==> config.mk <==
export PLATFORM = sky130hd
export DESIGN_NAME = escaped_kv_message_classifier_core
export DESIGN_NICKNAME = d
export VERILOG_FILES = /design/src/rtl/esckv_pkg.sv /design/src/rtl/escaped_kv_message_classifier_core.sv
export SDC_FILE = /design/constraint.sdc
export NUM_CORES = 1
export LEC_CHECK = 0
export BUFFER_PORTS_ARGS = -buffer_cell sky130_fd_sc_hd__buf_2
export CORE_AREA = 2 2 64 66
export DETAILED_ROUTE_END_ITERATION = 7
export DIE_AREA = 0 0 66 68
export HOLD_SLACK_MARGIN = 0.03
export PLACE_DENSITY = 0.73
export SLEW_MARGIN = 15
export SYNTH_ARGS = -nofsm -noshare
export SYNTH_HDL_FRONTEND = slang
export SYNTH_SLANG_ARGS = --single-unit
export TNS_END_PERCENT = 20
==> constraint.sdc <==
create_clock -name clk -period 6.1 [get_ports clk]
set_input_delay 0.61 -clock clk [delete_from_list [all_inputs] [get_ports clk]]
set_output_delay 0.61 -clock clk [all_outputs]
set_load 0.02 [all_outputs]
==> src/rtl/esckv_pkg.sv <==
package esckv_pkg;

  localparam int unsigned HEADER_BYTES = 8;
  localparam int unsigned NUM_LITS     = 5;
  localparam int unsigned LIT_SLOTS    = 8;
  localparam int unsigned MAX_TOKEN    = 9;

  typedef logic [7:0] char_t;
  typedef logic [3:0] count_t;
  typedef logic [NUM_LITS-1:0] lit_flags_t;

  typedef enum logic [2:0] {
    CLS_INVALID = 3'd0,
    CLS_CHAT    = 3'd1,
    CLS_LOGIN   = 3'd2,
    CLS_STAT    = 3'd3,
    CLS_ENTER   = 3'd4,
    CLS_OTHER   = 3'd5
  } msg_class_t;

  localparam int unsigned LIT_TYPE = 0;

  localparam char_t CH_NUL   = 8'h00;
  localparam char_t CH_SLASH = 8'h2f;
  localparam char_t CH_AT    = 8'h40;
  localparam char_t CH_A     = 8'h41;
  localparam char_t CH_S     = 8'h53;
  localparam char_t CH_EQ    = 8'h3d;

  localparam lit_flags_t ALL_FLAGS = '1;

  // literals in flag order: type, chatmsg, loginres, rss, uenter
  localparam char_t LIT_TEXT [NUM_LITS][LIT_SLOTS] = '{
    '{"t", "y", "p", "e", 8'h00, 8'h00, 8'h00, 8'h00},
    '{"c", "h", "a", "t", "m", "s", "g", 8'h00},
    '{"l", "o", "g", "i", "n", "r", "e", "s"},
    '{"r", "s", "s", 8'h00, 8'h00, 8'h00, 8'h00, 8'h00},
    '{"u", "e", "n", "t", "e", "r", 8'h00, 8'h00}
  };

  localparam count_t LIT_LEN [NUM_LITS] = '{4'd4, 4'd7, 4'd8, 4'd3, 4'd6};

endpackage

==> src/rtl/escaped_kv_message_classifier_core.sv <==
// The class appears on out_ in the cycle after the packet's last byte is accepted.
// Throughput: one byte per cycle; in_ready drops only while a class waits unaccepted.
// The byte-level match is a single combinational pass into the state registers.
// Reset (synchronous, rst_n low) clears scan state, match flags and out_valid.
// Scan state also returns to its reset values after every last byte.
module escaped_kv_message_classifier_core (
  input  logic                 clk,
  input  logic                 rst_n,
  input  logic                 in_valid,
  output logic                 in_ready,
  input  esckv_pkg::char_t     in_data_byte,
  input  logic                 in_last_byte,
  output logic                 out_valid,
  input  logic                 out_ready,
  output logic [2:0]           out_msg_class
);
  import esckv_pkg::*;

  count_t     byte_count_r,   byte_count_nxt;
  logic       scan_done_r,    scan_done_nxt;
  logic       escape_r,       escape_nxt;
  count_t     token_len_r,    token_len_nxt;
  lit_flags_t flags_r,        flags_nxt;
  logic       key_is_type_r,  key_is_type_nxt;
  msg_class_t found_r,        found_nxt;
  logic       out_valid_r,    out_valid_nxt;
  msg_class_t out_class_r,    out_class_nxt;

  logic       in_fire;
  logic       in_header;
  logic       do_append;
  char_t      append_c;
  lit_flags_t keep;
  lit_flags_t lit_full;
  msg_class_t value_class;
  msg_class_t found_end;

  assign in_ready      = !out_valid_r || out_ready;
  assign in_fire       = in_valid && in_ready;
  assign out_valid     = out_valid_r;
  assign out_msg_class = out_class_r;
  assign in_header     = byte_count_r < count_t'(HEADER_BYTES);
  assign append_c      = !escape_r ? in_data_byte :
                         (in_data_byte == CH_S) ? CH_SLASH : CH_AT;

  always_comb begin
    for (int i = 0; i < NUM_LITS; i++) begin
      lit_full[i] = flags_r[i] && (token_len_r == LIT_LEN[i]);
      keep[i]     = (token_len_r < LIT_LEN[i]) &&
                    (LIT_TEXT[i][token_len_r[2:0]] == append_c);
    end
  end

  always_comb begin
    value_class = CLS_OTHER;
    if (!key_is_type_r || token_len_r == '0) begin
      value_class = CLS_INVALID;
    end else if (lit_full[1]) begin
      value_class = CLS_CHAT;
    end else if (lit_full[2]) begin
      value_class = CLS_LOGIN;
    end else if (lit_full[3]) begin
      value_class = CLS_STAT;
    end else if (lit_full[4]) begin
      value_class = CLS_ENTER;
    end
  end

  always_comb begin
    byte_count_nxt  = byte_count_r;
    scan_done_nxt   = scan_done_r;
    escape_nxt      = escape_r;
    token_len_nxt   = token_len_r;
    flags_nxt       = flags_r;
    key_is_type_nxt = key_is_type_r;
    found_nxt       = found_r;
    found_end       = found_r;
    do_append       = 1'b0;

    if (in_fire) begin
      if (in_header) begin
        byte_count_nxt = byte_count_r + 4'd1;
      end else if (!scan_done_r) begin
        if (in_data_byte == CH_NUL) begin
          scan_done_nxt = 1'b1;
          escape_nxt    = 1'b0;
        end else if (escape_r) begin
          escape_nxt = 1'b0;
          priority if (in_data_byte == CH_A) begin
            do_append = 1'b1;
          end else if (in_data_byte == CH_S) begin
            do_append = 1'b1;
          end else if (in_data_byte == CH_EQ) begin
            key_is_type_nxt = lit_full[LIT_TYPE];
            token_len_nxt   = '0;
            flags_nxt       = ALL_FLAGS;
          end else begin
            // unknown escape: byte consumed, nothing added
          end
        end else if (in_data_byte == CH_SLASH) begin
          found_nxt     = value_class;
          scan_done_nxt = 1'b1;
        end else if (in_data_byte == CH_AT) begin
          escape_nxt = 1'b1;
        end else begin
          do_append = 1'b1;
        end
      end

      if (do_append) begin
        flags_nxt = flags_r & keep;
        if (token_len_r < count_t'(MAX_TOKEN)) begin
          token_len_nxt = token_len_r + 4'd1;
        end
      end

      found_end = found_nxt;

      if (in_last_byte) begin
        byte_count_nxt  = '0;
        scan_done_nxt   = 1'b0;
        escape_nxt      = 1'b0;
        token_len_nxt   = '0;
        flags_nxt       = ALL_FLAGS;
        key_is_type_nxt = 1'b0;
        found_nxt       = CLS_INVALID;
      end
    end
  end

  always_comb begin
    out_valid_nxt = out_valid_r;
    out_class_nxt = out_class_r;
    if (out_valid_r && out_ready) begin
      out_valid_nxt = 1'b0;
    end
    if (in_fire && in_last_byte) begin
      out_valid_nxt = 1'b1;
      out_class_nxt = found_end;
    end
  end

  always_ff @(posedge clk) begin
    if (!rst_n) begin
      byte_count_r  <= '0;
      scan_done_r   <= 1'b0;
      escape_r      <= 1'b0;
      token_len_r   <= '0;
      flags_r       <= ALL_FLAGS;
      key_is_type_r <= 1'b0;
      found_r       <= CLS_INVALID;
      out_valid_r   <= 1'b0;
    end else begin
      byte_count_r  <= byte_count_nxt;
      scan_done_r   <= scan_done_nxt;
      escape_r      <= escape_nxt;
      token_len_r   <= token_len_nxt;
      flags_r       <= flags_nxt;
      key_is_type_r <= key_is_type_nxt;
      found_r       <= found_nxt;
      out_valid_r   <= out_valid_nxt;
    end
  end

  always_ff @(posedge clk) begin
    out_class_r <= out_class_nxt;
  end

`ifndef SYNTH
  a_last_restarts: assert property (@(posedge clk) disable iff (!rst_n)
    (in_fire && in_last_byte) |=> (out_valid_r && byte_count_r == '0 && !scan_done_r))
    else $error("scan state not restarted after last byte");

  a_token_sat: assert property (@(posedge clk) disable iff (!rst_n)
    token_len_r <= count_t'(MAX_TOKEN))
    else $error("token length past saturation");

  a_header_sat: assert property (@(posedge clk) disable iff (!rst_n)
    byte_count_r <= count_t'(HEADER_BYTES))
    else $error("header count past header length");

  a_escape_open: assert property (@(posedge clk) disable iff (!rst_n)
    escape_r |-> !scan_done_r)
    else $error("escape pending after scan end");

  a_found_done: assert property (@(posedge clk) disable iff (!rst_n)
    (found_r != CLS_INVALID) |-> scan_done_r)
    else $error("class decided without pair end");
`endif

endmodule

==> out/metrics.yaml, run 1 <==
max-vdd-ir-drop_uv: 147.2
worst_pin_slew_ns: 0.8413
whs_ns: 0.4819
drt_wl_total_um: 4988
min_path_type: "reg -> reg"
post_cts_resized: 0
grt_overflow: 0
synth_flop_cell: "dfxtp_1"
cts.sinks: 23
grt_pass1_vias: 1717
drc: 0
io_pins: 18
drt-pass1-iter-count: 5
postCtsSetupRepairBufs: 0
hold_violations: 0
finClkSkew_ns: 0.008221
r2r-end: "flags_r[4]"
globalRouteTotalUtil_pct: 23.96
rows: 23
critical_path.startpoint_type: "flip-flop"
place_hpwl_um: 3710
path_cells: "inv_1, ha_1, nor2_1, o21a_1, o2111ai_1, a2111oi_2, o21ai_1, a21oi_1"
drt_iter0_drc: 280
holdPathEnd: "scan_done_r"
grt_pass1_wl_um: 8349
maxClockFrequency_ghz: 0.3685
die_y_um: 68
leakage_nw: 0.7707
clock-root-buffer: "clkbuf_8"
numCtsBuffers: 3
dr_total_vias: 1983
setup_slack_ns: 3.386
finalPower_mw: 0.2980
path_clk_slew_ns: 0.08
synth_cells: 260
ant_nets: 0
ys_seq_elements: 23
finalSetupViolCount: 0
fin_tns_setup_ns: 0
grt_use_met2_pct: 38.13
syn_area_sq_um: 2034
hp-start: "scan_done_r"
fp.dieW_um: 66
rsz0062_at_grt: "no"
finalCriticalPeriod_ns: 2.714
syn_area_per_cell_sq_um: 7.825
required_ns: 6.30
status: "finished, final reports clean"
port_buffers: 17
synth.net_count: 280
cts_tree: "built"
grt_max_degree: 29
start_util_pct: 52.76
gp_congestion: 0.8966
finalNetCount: 285
ctsHtreeMaxLevel: 1
antenna_found_initial: 0
yosysSeqAreaShare_pct: 24.11
p_per_area_nw_per_um2: 138.1
worstHoldPathCells: 2
setup.worst_path.class: "reg -> reg"
grtUsageMet1_pct: 32.59
synth.largest_area_cell: "dfxtp_1"
num_antenna_cells: 0
yosysWarnings: 0
busiest_layer: "met2"
synth-async-reset-ratio_pct: 0
synth_top_area_share_pct: 19.68
dieArea_sq_um: 4488
arrival_ns: 2.91
relSlewSlack_pct: 43.84
rrSetupSlack_ns: 3.39
timing.rr.start: "token_len_r[0]"
core_sq_um: 3856
drive_above_1_share_pct: 12.12
drt-wirelength-per-cell_um: 15.89
timing.final.crit_share_pct: 44.49
yosys.cell_types.count: 58
crit_slowest_cell: "dfxtp_1"
reg2regPathDepth: 8
synthTopCellsByArea: "dfxtp_1, edfxtp_1, ha_1, a21oi_1, xor2_1"
grt_use_met3_pct: 3.454
drv_slew: 0
synthToLayoutAreaGrowth_pct: 6.089
crit_path_end_kind: "flip-flop"
dp_slack_ns: 3.423
hold_buffers: 0
viasPerCell: 6.315
clock_latency_ns: 0.27
critPathMaxStageDelay_ns: 0.63
synth_edf_count: 3
cap_viol_max_count: 0
critPathMaxFanout: 12
max-clock-path-buffers: 2
==> worst max-delay path: cells and delay by family, from the launching register on <==
family | cells | cell delay (ns)
AO/OA/AOI/OAI | 5 | 0.98
flip-flops | 1 | 0.63
buffers and inverters | 1 | 0.28
AND/OR/NAND/NOR | 1 | 0.29
adder cells (fa/ha/maj) | 1 | 0.46
==> metrics by stage <==
step                      std cells  util [%]  instance area (sq um)
after floorplan                 260         -                   2034
after global placement          310     54.80                   2113
after detailed placement        310     54.80                   2113
after CTS                       314     55.97                   2158
after global routing            314     55.97                   2158
final                           314     55.97                   2158
==> routing by layer <==
layer / share of wire (%) / up-vias
met5: 0 / -
met4: 2.0 / 0
met3: 6.0 / 9
met2: 45 / 67
met1: 47 / 933
li1: - / 974
==> cell usage after synthesis (all sizes together), types with 8 or more instances <==
library cell,count
nor2,18
clkbuf,12
nand2b,9
and2,8
nor2b,8
nand3,9
a21oi,16
nand2,18
dfxtp,20
xor2,8
o21ai,15
inv,11
nor3,8
==> logic make-up after synthesis <==
kind of cell | after synthesis | share of synthesized area, %
AO/OA/AOI/OAI | 77 | 27.74
XOR/XNOR | 15 | 6.458
multiplexers | 3 | 1.660
buffers and inverters | 28 | 5.412
flip-flops | 23 | 24.11
AND/OR/NAND/NOR | 107 | 30.32
adder cells (fa/ha/maj) | 7 | 4.305
==> power breakdown <==
group,switching (mW),internal (mW),leakage [nW]
Sequential,0.000820,0.155,0.191
Clock,0.0488,0.0467,0.0228
Combinational,0.0300,0.0171,0.557
Total,0.0796,0.218,0.771
==> worst max-delay path by stage <==
stage / startpoint / end / slack, ns / cells past startpoint
2_1_floorplan: in_data_byte[2] / token_len_r[3] / 3.83 / 6
3_3_place_gp: in_data_byte[3] / flags_r[1] / 3.44 / 7
3_5_place_dp: in_data_byte[3] / flags_r[1] / 3.42 / 7
4_1_cts: token_len_r[0] / flags_r[4] / 3.47 / 8
5_1_grt: token_len_r[0] / flags_r[4] / 3.20 / 8
6_report: token_len_r[0] / flags_r[4] / 3.39 / 8
==> registers in the layout, indices dropped and copies added (netlist names) <==
signal	cells
escape_r	1
found_r	3
out_msg_class	3
scan_done_r	1
key_is_type_r	1
byte_count_r	4
out_valid	1
token_len_r	4
flags_r	5
==> layout make-up <==
type,count,area (sq um)
timing repair buffer,17,85.08
tap,50,62.56
clock buffer,4,45.04
sequential,23,490.5
inverter,11,41.29
multi-input combinational,209,1434
fill,376,1698
==> cell usage in the layout (no fill, tap or decap), types with 7 or more instances in the layout <==
cell / netlist / final
dfxtp_1: 20 / 20
nand2_1: 18 / 18
nor2_1: 18 / 18
buf_2: 4 / 17
a21oi_1: 16 / 16
o21ai_0: 13 / 13
inv_1: 11 / 11
nand2b_1: 9 / 9
nand3_1: 9 / 9
and2_1: 8 / 8
nor2b_1: 8 / 8
xor2_1: 8 / 8
nor3_1: 7 / 7
xnor2_1: 7 / 7
ha_1: 7 / 7
No activity file was read; power rests on OpenSTA's default activity.
==> run 2, diff against run 1 <==
- ABC_AREA: default -> 1
- CORE_AREA: 2 2 64 66 -> 2 2 67 69
- DIE_AREA: 0 0 66 68 -> 0 0 69 71
- clock period: 6.1 -> 2.24 ns (I/O delays scaled with it)
==> run 2 against run 1 <==
Compared with the run above:
- first-iteration DRC count is 38% lower
- via count rose by 18%
- largest power group unchanged
- hold slack worse by 0.25 ns
- core utilization is 0.22 points higher
- critical path type unchanged
==> out/metrics.yaml, run 2 <==
highest_layer: "met4"
cts.sinks: 23
path_clk_slew_ns: 0.07
maxClockFrequency_ghz: 0.5378
crit_path_end_kind: "flip-flop"
seq_area_sq_um: 491.7
drv_slew: 0
viasPerCell: 5.275
largest_reg_flops: 5
finClkSkew_ns: 0.006923
ys_seq_elements: 23
synth-async-reset-ratio_pct: 0
clock_latency_ns: 0.26
rrSetupSlack_ns: 0.38
ant_nets: 0
path_cells: "inv_1, ha_1, inv_1, nand2_1, o21ai_0, nand2_1, nand2_1, nor2_1, nand3b_1, nand2_1, nand2_1, nand3_1"
cp_common_cell: "nand2_1"
num_antenna_cells: 0
mostFrequentLayoutCells: "nand2_1, nor2_1, inv_1, nand3_1, dfxtp_1"
grt_overflow: 0
n_fill_cell: 453
syn_area_sq_um: 2147
min_path_type: "in -> reg"
synth_cells: 369
start_util_pct: 51.07
finalCriticalPeriod_ns: 1.859
die_y_um: 71
largestRegisters: "flags_r x5, byte_count_r x4, token_len_r x4"
synthTopCellsByArea: "nand2_1, dfxtp_1, nand3_1, nor2_1, inv_1"
critical_path.startpoint_type: "flip-flop"
fp.dieW_um: 69
leakage_nw: 1.224
relSlewSlack_pct: 69.53
synthToLayoutAreaGrowth_pct: 10.02
synth_flop_cell: "dfxtp_1"
grt_pass1_wl_um: 9639
clock-root-buffer: "clkbuf_8"
r2r-end: "flags_r[2]"
fin_tns_setup_ns: 0
rsz0062_at_grt: "no"
synth_top_area_share_pct: 20.45
drt_wl_total_um: 5594
wl_met3_um: 348
final_common_cell: "nand2_1"
reg2regPathDepth: 12
required_ns: 2.39
dr_total_vias: 2337
yosys.cell_types.count: 33
setup_slack_ns: 0.3806
synth.net_count: 389
yosysSeqAreaShare_pct: 22.84
rows: 24
timing.final.crit_share_pct: 83.01
startpoint: "token_len_r[1]"
grt_pass1_vias: 2156
wl_met2_um: 2463
timing.rr.start: "token_len_r[1]"
core_sq_um: 4204
yosysMostFrequentCell: "nand2_1"
globalRouteTotalUtil_pct: 23.74
arrival_ns: 2.01
synth_edf_count: 3
finalSetupViolCount: 0
status: "finished, final reports clean"
timing.critical_path.to: "flags_r[2]"
port_buffers: 17
drt-pass1-iter-count: 5
cts_tree: "built"
ctsHtreeMaxLevel: 1
crit_slowest_cell: "dfxtp_1"
regMostFlops: "flags_r"
critPathMaxStageDelay_ns: 0.46
drive_above_1_share_pct: 14.07
max-vdd-ir-drop_uv: 315.4
syn_area_per_cell_sq_um: 5.819
p_per_area_nw_per_um2: 374.8
drt_iter0_drc: 174
gp_congestion: 1.002
dp_slack_ns: 0.3344
finalNetCount: 412
critPathMaxFanout: 8
numCtsBuffers: 3
grt_max_degree: 16
multi_input_area_sq_um: 1435
drt-wirelength-per-cell_um: 12.63
synth_commonest_cells: "nand2_1, nor2_1, inv_1"
place_hpwl_um: 4635
antenna_found_initial: 0
io_pins: 18
max-clock-path-buffers: 2
cap_viol_max_count: 0
drc: 0
hold_violations: 0
wl_met1_um: 2723
dieArea_sq_um: 4899
synth.largest_area_cell: "nand2_1"
yosysWarnings: 0
postCtsSetupRepairBufs: 0
setup.worst_path.class: "reg -> reg"
worst_pin_slew_ns: 0.4564
## run 2: cell count changes after synthesis, sizes merged, moves of 7 or more
cell,before,now
and2,8,0
inv,11,49
nand3,9,39
nand2,18,125
nor2b,8,0
nand2b,9,0
a21boi,7,0
nor2,18,54
clkbuf,12,1
## run 2: critical path, delay by kind of cell (launching register included)
family          cells  cell delay, ns
simple gates        8            0.57
buf+inv             2            0.23
flops               1            0.46
fa+ha+maj           1            0.24
compound gates      1            0.25
## run 2: layout make-up
cell class	count	share of cell area, %
Multi-Input combinational cell	290	60.75
Sequential cell	23	20.82
Inverter	50	7.945
Timing Repair Buffer	24	5.826
Tap cell	52	2.754
Clock buffer	4	1.907
## run 2: metrics by stage
stage          power [mW]  area, sq um  utilization (%)  instances  hold WS, ns
2_1_floorplan      0.5773         2147                -        369       0.3081
4_1_cts            0.8864         2361            56.16        443       0.2269
3_3_place_gp       0.6360         2316            55.09        439       0.4596
3_5_place_dp       0.6362         2316            55.09        439       0.4627
6_report           0.8854         2362            56.19        443       0.2294
5_1_grt            0.9362         2362            56.19        443       0.2378
## run 2: cells by family (layout without fill, tap and decap cells)
kind of cell	Yosys count	after routing	synth area share, %
AO/OA/AOI/OAI	41	41	10.84
XOR/XNOR	5	5	2.040
adder cells (fa/ha/maj)	7	7	4.079
buffers and inverters	56	78	10.31
flip-flops	23	23	22.84
AND/OR/NAND/NOR	237	237	49.88
## run 2: worst min path at each step
stage,slack (ns),cells after the start,end,start
floorplan,0.31,1,flags_r[2],rst_n
global placement,0.46,2,flags_r[1],flags_r[1]
CTS,0.23,2,flags_r[4],rst_n
detailed placement,0.46,2,flags_r[1],flags_r[1]
global route,0.24,2,flags_r[4],rst_n
finish,0.23,2,flags_r[4],rst_n
## run 2: metal layers
| layer | track usage, % | vias to the layer above |
|---|---|---|
| li1 | - | 1215 |
| met1 | 33.33 | 1038 |
| met2 | 39.21 | 76 |
| met3 | 3.561 | 8 |
| met4 | 4.357 | 0 |
| met5 | 0 | - |
## run 2: where the power goes
part           leakage (nW)  switching, mW  total [mW]  internal (mW)
Sequential            0.192        0.00724       0.435          0.428
Clock                0.0228          0.129       0.256          0.127
Combinational          1.01          0.132       0.195         0.0630
## run 2: repair_timing
action | in CTS | in global routing
endpoints found under the hold margin | 0 | 0
hold buffers | 0 | 0
gates resized for setup | 0 | 2
setup endpoints to repair | 0 | 2
